$ cat config.mk
export PLATFORM = sky130hd
export DESIGN_NAME = colored_noise_generator_top
export DESIGN_NICKNAME = d
export VERILOG_FILES = /design/src/cng_pkg.sv /design/src/cng_ram.sv /design/src/colored_noise_generator_top.sv
export SDC_FILE = /design/constraint.sdc
export NUM_CORES = 2
export LEC_CHECK = 0
export ABC_CLOCK_PERIOD_IN_PS = 14200
export BUFFER_PORTS_ARGS = -buffer_cell sky130_fd_sc_hd__buf_4
export CAP_MARGIN = 20
export CORE_ASPECT_RATIO = 0.8
export CORE_MARGIN = 3
export CORE_UTILIZATION = 44
export DETAILED_ROUTE_END_ITERATION = 16
export GPL_TIMING_DRIVEN = 0
export HOLD_SLACK_MARGIN = 0.1
export PLACE_DENSITY = 0.64
export SLEW_MARGIN = 20
export SYNTH_ARGS = -nofsm -noshare
export SYNTH_HDL_FRONTEND = slang
export SYNTH_SLANG_ARGS = --single-unit
$ cat constraint.sdc
create_clock -name i_clk -period 14.2 [get_ports i_clk]
set_clock_uncertainty 0.1 [all_clocks]
set_input_delay 0.71 -clock i_clk [delete_from_list [all_inputs] [get_ports i_clk]]
set_output_delay 0.71 -clock i_clk [all_outputs]
set_load 0.1 [all_outputs]
$ cat src/cng_pkg.sv
// ----------------------------------------------------------------------------
// cng_pkg: shared types, constants and arithmetic helpers
// Fixed-point formats, filter coefficients, state memory layout and the
// sequencer state type of the colored noise generator.
// ----------------------------------------------------------------------------
package cng_pkg;

    // Output and state formats.
    localparam int OUTPUT_WIDTH    = 24;
    localparam int STATE_FRAC_BITS = 28;
    localparam int STATE_W         = 32;
    localparam int GEN_W           = 64;
    localparam int WHITE_W         = STATE_FRAC_BITS + 1;
    localparam int WHITE_SHIFT     = GEN_W - 1 - STATE_FRAC_BITS;

    // Datapath widths: multiplier data operand, coefficient operand, product,
    // and the accumulator used for sums of rounded products.
    localparam int DATA_W = 36;
    localparam int COEF_W = 33;
    localparam int PROD_W = DATA_W + COEF_W;
    localparam int ACC_W  = 40;

    localparam int Q_SHIFT   = 30;
    localparam int BLK_SHIFT = 24;
    localparam int BLK_COEF_W = 25;

    localparam logic signed [PROD_W-1:0] Q_HALF   = PROD_W'(1) << (Q_SHIFT - 1);
    localparam logic signed [PROD_W-1:0] BLK_HALF = PROD_W'(1) << (BLK_SHIFT - 1);

    // Output rounding: half an output LSB in state units.
    localparam int OUT_SHIFT = STATE_FRAC_BITS - 20;
    localparam logic signed [ACC_W-1:0] OUT_HALF = ACC_W'((1 << OUT_SHIFT) >> 1);

    localparam logic signed [ACC_W-1:0] ST_MAX  = ACC_W'((64'sd1 <<< (STATE_W - 1)) - 1);
    localparam logic signed [ACC_W-1:0] ST_MIN  = -ST_MAX - ACC_W'(1);
    localparam logic signed [ACC_W-1:0] OUT_MAX =
        ACC_W'((64'sd1 <<< (OUTPUT_WIDTH - 1)) - 1);
    localparam logic signed [ACC_W-1:0] OUT_MIN = -OUT_MAX - ACC_W'(1);

    // Stream and configuration port widths.
    localparam int IN_TDATA_W  = 8;
    localparam int OUT_TDATA_W = ((OUTPUT_WIDTH + 7) / 8) * 8;
    localparam int CFG_W       = 64;
    localparam int CFG_IDX_W   = 2;

    // Configuration register indexes.
    localparam logic [CFG_IDX_W-1:0] REG_COLOR   = 2'd0;
    localparam logic [CFG_IDX_W-1:0] REG_SEED    = 2'd1;
    localparam logic [CFG_IDX_W-1:0] REG_BLOCKER = 2'd2;

    // Color codes.
    localparam logic [1:0] COLOR_WHITE = 2'd0;
    localparam logic [1:0] COLOR_PINK  = 2'd1;
    localparam logic [1:0] COLOR_BROWN = 2'd2;

    localparam logic [GEN_W-1:0]      SEED_RESET    = 64'd88172645463325252;
    localparam logic [BLK_COEF_W-1:0] BLOCKER_RESET = 25'd10977;

    // State memory layout: six pole taps, the delay tap, brown level, mean.
    localparam int PINK_POLES = 6;
    localparam int TAP_W      = $clog2(PINK_POLES);
    localparam int MEM_DEPTH  = PINK_POLES + 3;
    localparam int MEM_AW     = $clog2(MEM_DEPTH);
    localparam logic [MEM_AW-1:0] ADDR_DELAY = MEM_AW'(PINK_POLES);
    localparam logic [MEM_AW-1:0] ADDR_BROWN = MEM_AW'(PINK_POLES + 1);
    localparam logic [MEM_AW-1:0] ADDR_MEAN  = MEM_AW'(PINK_POLES + 2);

    // Coefficients in Q30, rounded from decimal values given in units of 1e-7.
    localparam longint Q_ONE = 64'sd1 <<< Q_SHIFT;
    localparam longint Q_DEN = 10000000;
    localparam longint Q_RND = 5000000;

    localparam logic signed [COEF_W-1:0] K_GAIN0 = COEF_W'((9988600 * Q_ONE + Q_RND) / Q_DEN);
    localparam logic signed [COEF_W-1:0] K_GAIN1 = COEF_W'((9933200 * Q_ONE + Q_RND) / Q_DEN);
    localparam logic signed [COEF_W-1:0] K_GAIN2 = COEF_W'((9690000 * Q_ONE + Q_RND) / Q_DEN);
    localparam logic signed [COEF_W-1:0] K_GAIN3 = COEF_W'((8665000 * Q_ONE + Q_RND) / Q_DEN);
    localparam logic signed [COEF_W-1:0] K_GAIN4 = COEF_W'((5500000 * Q_ONE + Q_RND) / Q_DEN);
    localparam logic signed [COEF_W-1:0] K_GAIN5 =
        COEF_W'(-((7616000 * Q_ONE + Q_RND) / Q_DEN));

    localparam logic signed [COEF_W-1:0] K_IN0 = COEF_W'((555179 * Q_ONE + Q_RND) / Q_DEN);
    localparam logic signed [COEF_W-1:0] K_IN1 = COEF_W'((750759 * Q_ONE + Q_RND) / Q_DEN);
    localparam logic signed [COEF_W-1:0] K_IN2 = COEF_W'((1538520 * Q_ONE + Q_RND) / Q_DEN);
    localparam logic signed [COEF_W-1:0] K_IN3 = COEF_W'((3104856 * Q_ONE + Q_RND) / Q_DEN);
    localparam logic signed [COEF_W-1:0] K_IN4 = COEF_W'((5329522 * Q_ONE + Q_RND) / Q_DEN);
    localparam logic signed [COEF_W-1:0] K_IN5 =
        COEF_W'(-((168980 * Q_ONE + Q_RND) / Q_DEN));

    localparam logic signed [COEF_W-1:0] K_DIRECT    = COEF_W'((5362000 * Q_ONE + Q_RND) / Q_DEN);
    localparam logic signed [COEF_W-1:0] K_PINK_OUT  = COEF_W'((1100000 * Q_ONE + Q_RND) / Q_DEN);
    localparam logic signed [COEF_W-1:0] K_DELAY     = COEF_W'((1159260 * Q_ONE + Q_RND) / Q_DEN);
    localparam logic signed [COEF_W-1:0] K_LEAK      = COEF_W'((9980000 * Q_ONE + Q_RND) / Q_DEN);
    localparam logic signed [COEF_W-1:0] K_BROWN_IN  = COEF_W'((200000 * Q_ONE + Q_RND) / Q_DEN);
    localparam logic signed [COEF_W-1:0] K_BROWN_OUT =
        COEF_W'((35000000 * Q_ONE + Q_RND) / Q_DEN);

    typedef enum logic [4:0] {
        S_IDLE,
        S_PINK_RD,
        S_PINK_M1,
        S_PINK_M2,
        S_PINK_WR,
        S_DLY_RD,
        S_DLY_M,
        S_DLY_WR,
        S_BRN_RD,
        S_BRN_M1,
        S_BRN_M2,
        S_BRN_WR,
        S_BRN_OUT,
        S_LEVEL,
        S_BLK_RD,
        S_BLK_M,
        S_BLK_MUL,
        S_BLK_WR,
        S_DONE
    } t_state;

    function automatic logic signed [COEF_W-1:0] pole_gain(input logic [TAP_W-1:0] idx);
        logic signed [COEF_W-1:0] c;
        unique case (idx)
            3'd0: c = K_GAIN0;
            3'd1: c = K_GAIN1;
            3'd2: c = K_GAIN2;
            3'd3: c = K_GAIN3;
            3'd4: c = K_GAIN4;
            default: c = K_GAIN5;
        endcase
        return c;
    endfunction

    function automatic logic signed [COEF_W-1:0] pole_input(input logic [TAP_W-1:0] idx);
        logic signed [COEF_W-1:0] c;
        unique case (idx)
            3'd0: c = K_IN0;
            3'd1: c = K_IN1;
            3'd2: c = K_IN2;
            3'd3: c = K_IN3;
            3'd4: c = K_IN4;
            default: c = K_IN5;
        endcase
        return c;
    endfunction

    // Q30 product rounded half up.
    function automatic logic signed [ACC_W-1:0] rnd_q(input logic signed [PROD_W-1:0] p);
        logic signed [PROD_W-1:0] t;
        t = (p + Q_HALF) >>> Q_SHIFT;
        return t[ACC_W-1:0];
    endfunction

    // Blocker product (2^-24 units) rounded half up.
    function automatic logic signed [ACC_W-1:0] rnd_blk(input logic signed [PROD_W-1:0] p);
        logic signed [PROD_W-1:0] t;
        t = (p + BLK_HALF) >>> BLK_SHIFT;
        return t[ACC_W-1:0];
    endfunction

    function automatic logic signed [STATE_W-1:0] sat_state(input logic signed [ACC_W-1:0] x);
        logic signed [ACC_W-1:0] t;
        if (x > ST_MAX) begin
            t = ST_MAX;
        end else if (x < ST_MIN) begin
            t = ST_MIN;
        end else begin
            t = x;
        end
        return t[STATE_W-1:0];
    endfunction

    function automatic logic signed [OUTPUT_WIDTH-1:0] sat_out(
        input logic signed [ACC_W-1:0] x
    );
        logic signed [ACC_W-1:0] t;
        if (x > OUT_MAX) begin
            t = OUT_MAX;
        end else if (x < OUT_MIN) begin
            t = OUT_MIN;
        end else begin
            t = x;
        end
        return t[OUTPUT_WIDTH-1:0];
    endfunction

endpackage

$ cat src/cng_ram.sv
// ----------------------------------------------------------------------------
// cng_ram: generic single-port-write, single-port-read RAM
// One write and one registered read per cycle.
// ----------------------------------------------------------------------------
module cng_ram #(
    parameter int WIDTH = 32,
    parameter int DEPTH = 16,
    localparam int AW   = $clog2(DEPTH)
) (
    input  logic             i_clk,
    input  logic             i_we,
    input  logic [AW-1:0]    i_waddr,
    input  logic [WIDTH-1:0] i_wdata,
    input  logic             i_re,
    input  logic [AW-1:0]    i_raddr,
    output logic [WIDTH-1:0] o_rdata
);

    logic [WIDTH-1:0] r_mem [DEPTH];
    logic [WIDTH-1:0] r_rdata;

    always_ff @(posedge i_clk) begin
        if (i_we) begin
            r_mem[i_waddr] <= i_wdata;
        end
        if (i_re) begin
            r_rdata <= r_mem[i_raddr];
        end
    end

    assign o_rdata = r_rdata;

endmodule

$ cat src/colored_noise_generator_top.sv
// ----------------------------------------------------------------------------
// colored_noise_generator_top: white, pink and brown noise with DC blocker
// A 64-bit xorshift generator feeds a selectable coloring filter whose state
// lives in a small RAM, followed by a one-pole DC blocker and a saturating
// Q4.20 output stage.
// ----------------------------------------------------------------------------
//
//  Channel   Direction  Handshake                 Contents
//  s_axis    in         s_axis_tvalid/tready      one tick, tdata[0] = clear_filters
//  m_axis    out        m_axis_tvalid/tready      tdata[23:0] = sample (signed Q4.20)
//  cfg       in         i_cfg_we (no wait)        i_cfg_index, i_cfg_wdata
//
// A tick runs through the sequencer states of its mode, from its transfer to
// the result appearing in the output register, and the next tick can be taken
// in the cycle after that. The pace is set by the single shared multiplier,
// which every filter product passes through in turn, and by the registered
// read of the state RAM.
// Reset loads the seed, sets the registers to their defaults and marks all
// filter state as zero through per-entry valid bits; the block is ready in the
// first cycle after reset. A stalled output holds the sequencer in its last
// state until the waiting sample is transferred; a new tick is taken as soon
// as the sequencer is back at rest, even while a sample still waits.
// ----------------------------------------------------------------------------
module colored_noise_generator_top
    import cng_pkg::*;
(
    input  logic                   i_clk,
    input  logic                   i_rst_n,

    // Tick input. tdata: [0] clear_filters, [7:1] zero.
    input  logic                   s_axis_tvalid,
    output logic                   s_axis_tready,
    input  logic [IN_TDATA_W-1:0]  s_axis_tdata,

    // Sample output. tdata: [23:0] sample, upper bits zero.
    output logic                   m_axis_tvalid,
    input  logic                   m_axis_tready,
    output logic [OUT_TDATA_W-1:0] m_axis_tdata,

    // Configuration writes.
    input  logic                   i_cfg_we,
    input  logic [CFG_IDX_W-1:0]   i_cfg_index,
    input  logic [CFG_W-1:0]       i_cfg_wdata
);

    t_state r_state, n_state;

    // Configuration and generator state.
    logic [GEN_W-1:0]      r_gen;
    logic [1:0]            r_color;
    logic [BLK_COEF_W-1:0] r_coef;

    // Datapath registers.
    logic signed [WHITE_W-1:0] r_white;
    logic signed [DATA_W-1:0]  r_level;
    logic signed [ACC_W-1:0]   r_acc;
    logic signed [ACC_W-1:0]   r_sum;
    logic signed [PROD_W-1:0]  r_prod;
    logic signed [STATE_W-1:0] r_mean;
    logic signed [DATA_W-1:0]  r_diff;
    logic [TAP_W-1:0]          r_tap;
    logic [MEM_AW-1:0]         r_rd_addr;
    logic [MEM_DEPTH-1:0]      r_valid;
    logic                      r_out_valid;
    logic [OUTPUT_WIDTH-1:0]   r_out_data;

    // Control from the sequencer.
    logic                      w_accept;
    logic                      w_ram_we;
    logic [MEM_AW-1:0]         w_ram_waddr;
    logic [STATE_W-1:0]        w_ram_wdata;
    logic                      w_ram_re;
    logic [MEM_AW-1:0]         w_ram_raddr;
    logic [STATE_W-1:0]        w_ram_rdata;
    logic signed [DATA_W-1:0]  w_mul_a;
    logic signed [COEF_W-1:0]  w_mul_b;
    logic                      w_out_load;

    // Combinational helpers.
    logic [GEN_W-1:0]          w_gen_x1, w_gen_x2, w_gen_next;
    logic signed [WHITE_W-1:0] w_white_next;
    logic signed [STATE_W-1:0] w_rd_val;
    logic signed [STATE_W-1:0] w_new_state;
    logic signed [STATE_W-1:0] w_delay_new;
    logic signed [STATE_W-1:0] w_mean_new;
    logic signed [ACC_W-1:0]   w_out_round;
    logic signed [COEF_W-1:0]  w_coef_ext;

    // No tick is taken while reset is held.
    assign w_accept      = s_axis_tvalid && s_axis_tready;
    assign s_axis_tready = i_rst_n && (r_state == S_IDLE);

    // One xorshift step: shifts 13, 7 and 17.
    assign w_gen_x1     = r_gen ^ (r_gen << 13);
    assign w_gen_x2     = w_gen_x1 ^ (w_gen_x1 >> 7);
    assign w_gen_next   = w_gen_x2 ^ (w_gen_x2 << 17);
    assign w_white_next = WHITE_W'($signed(w_gen_next) >>> WHITE_SHIFT);

    // Entries not written since the last clear read as zero.
    assign w_rd_val    = r_valid[r_rd_addr] ? $signed(w_ram_rdata) : '0;
    assign w_new_state = sat_state(r_acc + rnd_q(r_prod));
    assign w_delay_new = sat_state(rnd_q(r_prod));
    assign w_mean_new  = sat_state(ACC_W'(r_mean) + rnd_blk(r_prod));
    assign w_out_round = (ACC_W'(r_diff) + OUT_HALF) >>> OUT_SHIFT;
    assign w_coef_ext  = $signed({{(COEF_W - BLK_COEF_W){1'b0}}, r_coef});

    cng_ram #(
        .WIDTH (STATE_W),
        .DEPTH (MEM_DEPTH)
    ) u_state_ram (
        .i_clk   (i_clk),
        .i_we    (w_ram_we),
        .i_waddr (w_ram_waddr),
        .i_wdata (w_ram_wdata),
        .i_re    (w_ram_re),
        .i_raddr (w_ram_raddr),
        .o_rdata (w_ram_rdata)
    );

    always_ff @(posedge i_clk) begin
        if (!i_rst_n) begin
            r_state <= S_IDLE;
        end else begin
            r_state <= n_state;
        end
    end

    // Sequencer: next state, RAM access and multiplier operand selection.
    always_comb begin
        n_state     = r_state;
        w_ram_we    = 1'b0;
        w_ram_waddr = '0;
        w_ram_wdata = '0;
        w_ram_re    = 1'b0;
        w_ram_raddr = '0;
        w_mul_a     = '0;
        w_mul_b     = '0;
        w_out_load  = 1'b0;
        unique case (r_state)
            S_IDLE: begin
                if (w_accept) begin
                    if (r_color == COLOR_PINK) begin
                        n_state = S_PINK_RD;
                    end else if (r_color == COLOR_BROWN) begin
                        n_state = S_BRN_RD;
                    end else begin
                        n_state = S_BLK_RD;
                    end
                end
            end
            S_PINK_RD: begin
                w_ram_re    = 1'b1;
                w_ram_raddr = MEM_AW'(r_tap);
                n_state     = S_PINK_M1;
            end
            S_PINK_M1: begin
                w_mul_a = DATA_W'(w_rd_val);
                w_mul_b = pole_gain(r_tap);
                n_state = S_PINK_M2;
            end
            S_PINK_M2: begin
                w_mul_a = DATA_W'(r_white);
                w_mul_b = pole_input(r_tap);
                n_state = S_PINK_WR;
            end
            S_PINK_WR: begin
                w_ram_we    = 1'b1;
                w_ram_waddr = MEM_AW'(r_tap);
                w_ram_wdata = w_new_state;
                n_state     = (r_tap == TAP_W'(PINK_POLES - 1)) ? S_DLY_RD : S_PINK_RD;
            end
            S_DLY_RD: begin
                w_ram_re    = 1'b1;
                w_ram_raddr = ADDR_DELAY;
                w_mul_a     = DATA_W'(r_white);
                w_mul_b     = K_DIRECT;
                n_state     = S_DLY_M;
            end
            S_DLY_M: begin
                w_mul_a = DATA_W'(r_white);
                w_mul_b = K_DELAY;
                n_state = S_DLY_WR;
            end
            S_DLY_WR: begin
                w_ram_we    = 1'b1;
                w_ram_waddr = ADDR_DELAY;
                w_ram_wdata = w_delay_new;
                w_mul_a     = DATA_W'(r_sum);
                w_mul_b     = K_PINK_OUT;
                n_state     = S_LEVEL;
            end
            S_BRN_RD: begin
                w_ram_re    = 1'b1;
                w_ram_raddr = ADDR_BROWN;
                n_state     = S_BRN_M1;
            end
            S_BRN_M1: begin
                w_mul_a = DATA_W'(w_rd_val);
                w_mul_b = K_LEAK;
                n_state = S_BRN_M2;
            end
            S_BRN_M2: begin
                w_mul_a = DATA_W'(r_white);
                w_mul_b = K_BROWN_IN;
                n_state = S_BRN_WR;
            end
            S_BRN_WR: begin
                w_ram_we    = 1'b1;
                w_ram_waddr = ADDR_BROWN;
                w_ram_wdata = w_new_state;
                n_state     = S_BRN_OUT;
            end
            S_BRN_OUT: begin
                w_mul_a = DATA_W'(r_acc);
                w_mul_b = K_BROWN_OUT;
                n_state = S_LEVEL;
            end
            S_LEVEL: begin
                n_state = S_BLK_RD;
            end
            S_BLK_RD: begin
                w_ram_re    = 1'b1;
                w_ram_raddr = ADDR_MEAN;
                n_state     = S_BLK_M;
            end
            S_BLK_M: begin
                n_state = S_BLK_MUL;
            end
            S_BLK_MUL: begin
                w_mul_a = r_diff;
                w_mul_b = w_coef_ext;
                n_state = S_BLK_WR;
            end
            S_BLK_WR: begin
                w_ram_we    = 1'b1;
                w_ram_waddr = ADDR_MEAN;
                w_ram_wdata = w_mean_new;
                n_state     = S_DONE;
            end
            S_DONE: begin
                if (!r_out_valid || m_axis_tready) begin
                    w_out_load = 1'b1;
                    n_state    = S_IDLE;
                end
            end
        endcase
    end

    // Control state: configuration, generator, valid bits, output flag.
    always_ff @(posedge i_clk) begin
        if (!i_rst_n) begin
            r_gen       <= SEED_RESET;
            r_color     <= COLOR_WHITE;
            r_coef      <= BLOCKER_RESET;
            r_valid     <= '0;
            r_out_valid <= 1'b0;
        end else begin
            if (i_cfg_we && i_cfg_index == REG_COLOR) begin
                r_color <= i_cfg_wdata[1:0];
            end
            if (i_cfg_we && i_cfg_index == REG_BLOCKER) begin
                r_coef <= i_cfg_wdata[BLK_COEF_W-1:0];
            end
            if (i_cfg_we && i_cfg_index == REG_SEED) begin
                r_gen <= i_cfg_wdata;
            end else if (w_accept) begin
                r_gen <= w_gen_next;
            end

            // A clear is applied before the tick runs, so it wins over writes.
            if (w_accept && s_axis_tdata[0]) begin
                r_valid <= '0;
            end else if (w_ram_we) begin
                r_valid[w_ram_waddr] <= 1'b1;
            end

            if (w_out_load) begin
                r_out_valid <= 1'b1;
            end else if (m_axis_tready) begin
                r_out_valid <= 1'b0;
            end
        end
    end

    // Datapath registers.
    always_ff @(posedge i_clk) begin
        r_prod <= w_mul_a * w_mul_b;
        if (w_ram_re) begin
            r_rd_addr <= w_ram_raddr;
        end
        if (w_out_load) begin
            r_out_data <= sat_out(w_out_round);
        end
        unique case (r_state)
            S_IDLE: begin
                if (w_accept) begin
                    r_white <= w_white_next;
                    r_level <= DATA_W'(w_white_next);
                    r_sum   <= '0;
                    r_tap   <= '0;
                end
            end
            S_PINK_M2, S_BRN_M2: begin
                r_acc <= rnd_q(r_prod);
            end
            S_PINK_WR: begin
                r_sum <= r_sum + ACC_W'(w_new_state);
                r_tap <= r_tap + TAP_W'(1);
            end
            S_DLY_M: begin
                // Old delay tap and the direct path join the pole sum.
                r_sum <= r_sum + ACC_W'(w_rd_val) + rnd_q(r_prod);
            end
            S_BRN_WR: begin
                r_acc <= ACC_W'(w_new_state);
            end
            S_LEVEL: begin
                r_level <= DATA_W'(rnd_q(r_prod));
            end
            S_BLK_M: begin
                r_mean <= w_rd_val;
                r_diff <= r_level - DATA_W'(w_rd_val);
            end
            default: begin
            end
        endcase
    end

    assign m_axis_tvalid = r_out_valid;
    assign m_axis_tdata  = OUT_TDATA_W'(r_out_data);

    // A tick with the clear flag leaves every state entry reading as zero.
    a_clear_valid: assert property (@(posedge i_clk) disable iff (!i_rst_n)
        (w_accept && s_axis_tdata[0]) |=> (r_valid == '0))
        else $error("filter state not cleared after clear tick");

    // The sequencer never reads and writes the same RAM entry in one cycle.
    a_ram_collide: assert property (@(posedge i_clk) disable iff (!i_rst_n)
        (w_ram_we && w_ram_re) |-> (w_ram_waddr != w_ram_raddr))
        else $error("state RAM read and write collide");

    // An accepted tick always starts work on the next cycle.
    a_tick_starts: assert property (@(posedge i_clk) disable iff (!i_rst_n)
        w_accept |=> (r_state != S_IDLE))
        else $error("accepted tick did not start");

    // Pole tap index stays inside the pole bank.
    a_tap_range: assert property (@(posedge i_clk) disable iff (!i_rst_n)
        (r_state == S_PINK_RD) |-> (r_tap < TAP_W'(PINK_POLES)))
        else $error("pole tap index out of range");

endmodule

==> flow_metrics.tcl <==
set metrics [dict create \
    outcome "completed" \
    cp_common_cell "fa_1" \
    multi_input_area_um2 56600 \
    std_cell_rows 141 \
    worstMarginPinSlew_ps 1290 \
    timing.fmax_mhz 71.7 \
    worst-setup-path-type "flop to flop" \
    synth-seq-cells 711 \
    required_ps 14630 \
    initial_core_util 0.446 \
    final_util 0.490 \
    fillers 17700 \
    cts.clk_slew.worst_paths_ps 70 \
    area_delta_synth_final_pct 9.86 \
    synth-main-ff-cell "edfxtp_1" \
    holdWs_ps 150 \
    layout_min_cycle_time_ps 13950 \
    cts_root_buffer "clkbuf_16" \
    synth_common_cells "inv_1 (1,436), fa_1 (1,261), nand2_1 (1,178), nor2_1 (925), edfxtp_1 (559)" \
    hold_class "input port to flop" \
    synth_cells 8897 \
    max-slew-margin-rel 0.137 \
    synth_nets 10700 \
    io_pins 105 \
    cts_tree "yes" \
    die_h_um 394 \
    hold_viol 0 \
    critical_path.max_fanout 10 \
    dr_wl_met2_mm 133 \
    cp_slowest_cell "clkbuf_1" \
    port_buffers 97 \
    hpwl_mm 288 \
    track_usage 0.349 \
    wire_per_inst_um 29.2 \
    ys_seq_area_frac 0.239 \
    synth_warnings 0 \
    clk_path_buf_depth 3 \
    arrival_ps 14380 \
    synth.cell_area_um2 83000 \
    fin_nets 10900 \
    antenna_found_initial 16 \
    synth_area_leaders "fa_1 (30%), edfxtp_1 (20%), inv_1 (6.5%), ha_1 (6.2%), nand2_1 (5.3%)" \
    grt_max_degree 37 \
    startpoint_type "flop" \
    setup_viol 0 \
    chipWidth_um 491 \
    ant_nets 0 \
    cap_violations 0 \
    grt_pass1_vias 67400 \
    crit_family "adder cells" \
    clock_latency_ps 710 \
    wl_met3_mm 51.2 \
    vias 69300 \
    rsz0062_at_grt "true" \
    fin_tns_setup_ps 0 \
    yosysMostFrequentCell "inv_1" \
    place_congestion 1.04 \
    htreeDepth 3 \
    final_layout_size_suffix_gt1_frac 0.0581 \
    numCtsBuffers 73 \
    dieArea_um2 194000 \
    wl_mm 343 \
    timing.final.crit_share 0.982 \
    wl_met1_mm 144 \
    synth_edf_count 559 \
    core_um2 186000 \
    avgSynthCellArea_um2 9.32 \
    gr-total-overflow 0 \
    drc 0 \
    cp_num_buf_inv 8 \
    slowest_delay_ps 830 \
    synth_top_area_cell "fa_1" \
    grt_first_pass_wirelength_mm 485 \
    ys_async_sr_fraction 0 \
    cts.sink_count 711 \
    vias_per_cell 5.90 \
    firstDrtPassIters 8 \
    top_layer "met5" \
    endpoint_kind "flop" \
    synth.top_cell.area_share 0.304 \
    drv_slew 0 \
    regArea_um2 19800 \
    synth.distinct_cells 106 \
    drt-initial-drc-count 8273 \
]
[worst reg2reg max path: cells and delay by family, from the launching register on]
| kind | cells | cell delay (ps) |
|---|---|---|
| AOI/OAI and AO/OA | 11 | 3660 |
| and+or+nand+nor | 6 | 1780 |
| xor gates and xnor gates | 1 | 370 |
| buffers and inverters | 8 | 2860 |
| DFF | 1 | 370 |
| adders and majority gates | 9 | 4640 |
[cell type report]
| type | count | area share |
|---|---|---|
| Buffer | 437 | 0.0189 |
| Antenna cell | 8 | 0.000220 |
| Tap cell | 2502 | 0.0344 |
| Sequential cell | 711 | 0.218 |
| Clock inverter | 49 | 0.00634 |
| Multi-Input combinational cell | 6307 | 0.622 |
| Inverter | 1441 | 0.0594 |
| Clock buffer | 86 | 0.0211 |
| Timing Repair Buffer | 207 | 0.0205 |
[path summary, 6_finish.rpt]
| check | end | start | slack [ps] | cells past startpoint |
|---|---|---|---|---|
| worst max-delay path | r_prod[55]$_DFF_P_ | r_state[3]$_SDFFE_PN0P_ | 250 | 35 |
| worst min-delay path | r_coef[5]$_SDFFE_PN1P_ | i_cfg_wdata[5] | 150 | 3 |
| worst max register to register | r_prod[55]$_DFF_P_ | r_state[3]$_SDFFE_PN0P_ | 250 | 35 |
| worst min register to register | r_valid[4]$_SDFFE_PP0N_ | r_valid[4]$_SDFFE_PP0N_ | 370 | 2 |
[placed cells by master (no fill, tap or decap), types with 27 or more instances in the layout]
| master | instances |
|---|---|
| inv_1 | 1435 |
| fa_1 | 1260 |
| nand2_1 | 1178 |
| nor2_1 | 915 |
| edfxtp_1 | 559 |
| ha_1 | 413 |
| clkbuf_1 | 361 |
| xnor2_1 | 342 |
| a21oi_1 | 313 |
| o21ai_0 | 256 |
| xor2_1 | 185 |
| nand3_1 | 173 |
| dfxtp_1 | 152 |
| a21o_1 | 146 |
| buf_4 | 146 |
| and3_1 | 85 |
| nor3_1 | 74 |
| clkbuf_16 | 74 |
| nor2b_1 | 64 |
| nand2b_1 | 59 |
| o22ai_1 | 56 |
| a31oi_1 | 54 |
| and2_1 | 47 |
| a22oi_1 | 40 |
| nand4_1 | 37 |
| a221oi_1 | 37 |
| o211ai_1 | 36 |
| buf_2 | 36 |
| a311oi_1 | 34 |
| buf_1 | 33 |
| clkbuf_2 | 31 |
| a221o_1 | 30 |
| a21boi_0 | 28 |
| o21bai_1 | 28 |
| o21a_1 | 28 |
| buf_6 | 27 |
[registers in the layout (all words and copies together), names as in the netlist]
name	cells
r_white	29
r_sum	36
r_rd_addr	4
r_valid	9
u_state_ram.o_rdata	32
r_gen	64
r_prod	46
r_coef	25
r_tap	3
r_color	2
m_axis_tvalid	1
r_acc	39
m_axis_tdata	24
u_state_ram.r_mem	288
r_mean	32
r_state	5
r_level	36
r_diff	36
[per-stage QoR]
step	std cells	cell area (um2)	setup slack [ps]
global route	11700	91100	-2.30
floorplan	8897	83000	4000
finish	11700	91100	252
detailed placement	11600	88500	-93.9
CTS	11700	91000	84.0
global placement	11500	86800	-3220
[cells by family after synthesis]
logic type / count (synthesis) / synth area share
mux: 16 / 0.00240
buf+inv: 1879 / 0.0855
xor+xnor: 533 / 0.0563
fa+ha+maj: 1674 / 0.367
compound gates: 1325 / 0.108
flops: 711 / 0.239
simple gates: 2759 / 0.142
[timing repair]
action,CTS,global route
endpoints found under the setup margin,4,19
hold buffers,1,0
endpoints found under the hold margin,1,0
gates cloned,0,0
pin swaps,0,0
gates resized for setup,2,8
buffers inserted,0,0
[metal layers]
metal / up-vias / GRT usage
met5: - / 0.00591
met3: 618 / 0.141
met4: 4 / 0.121
li1: 29200 / -
met1: 35100 / 0.505
met2: 4399 / 0.465
Power is not shown: default switching activity piles up to over one toggle a cycle in this logic, so the estimate is an artifact.
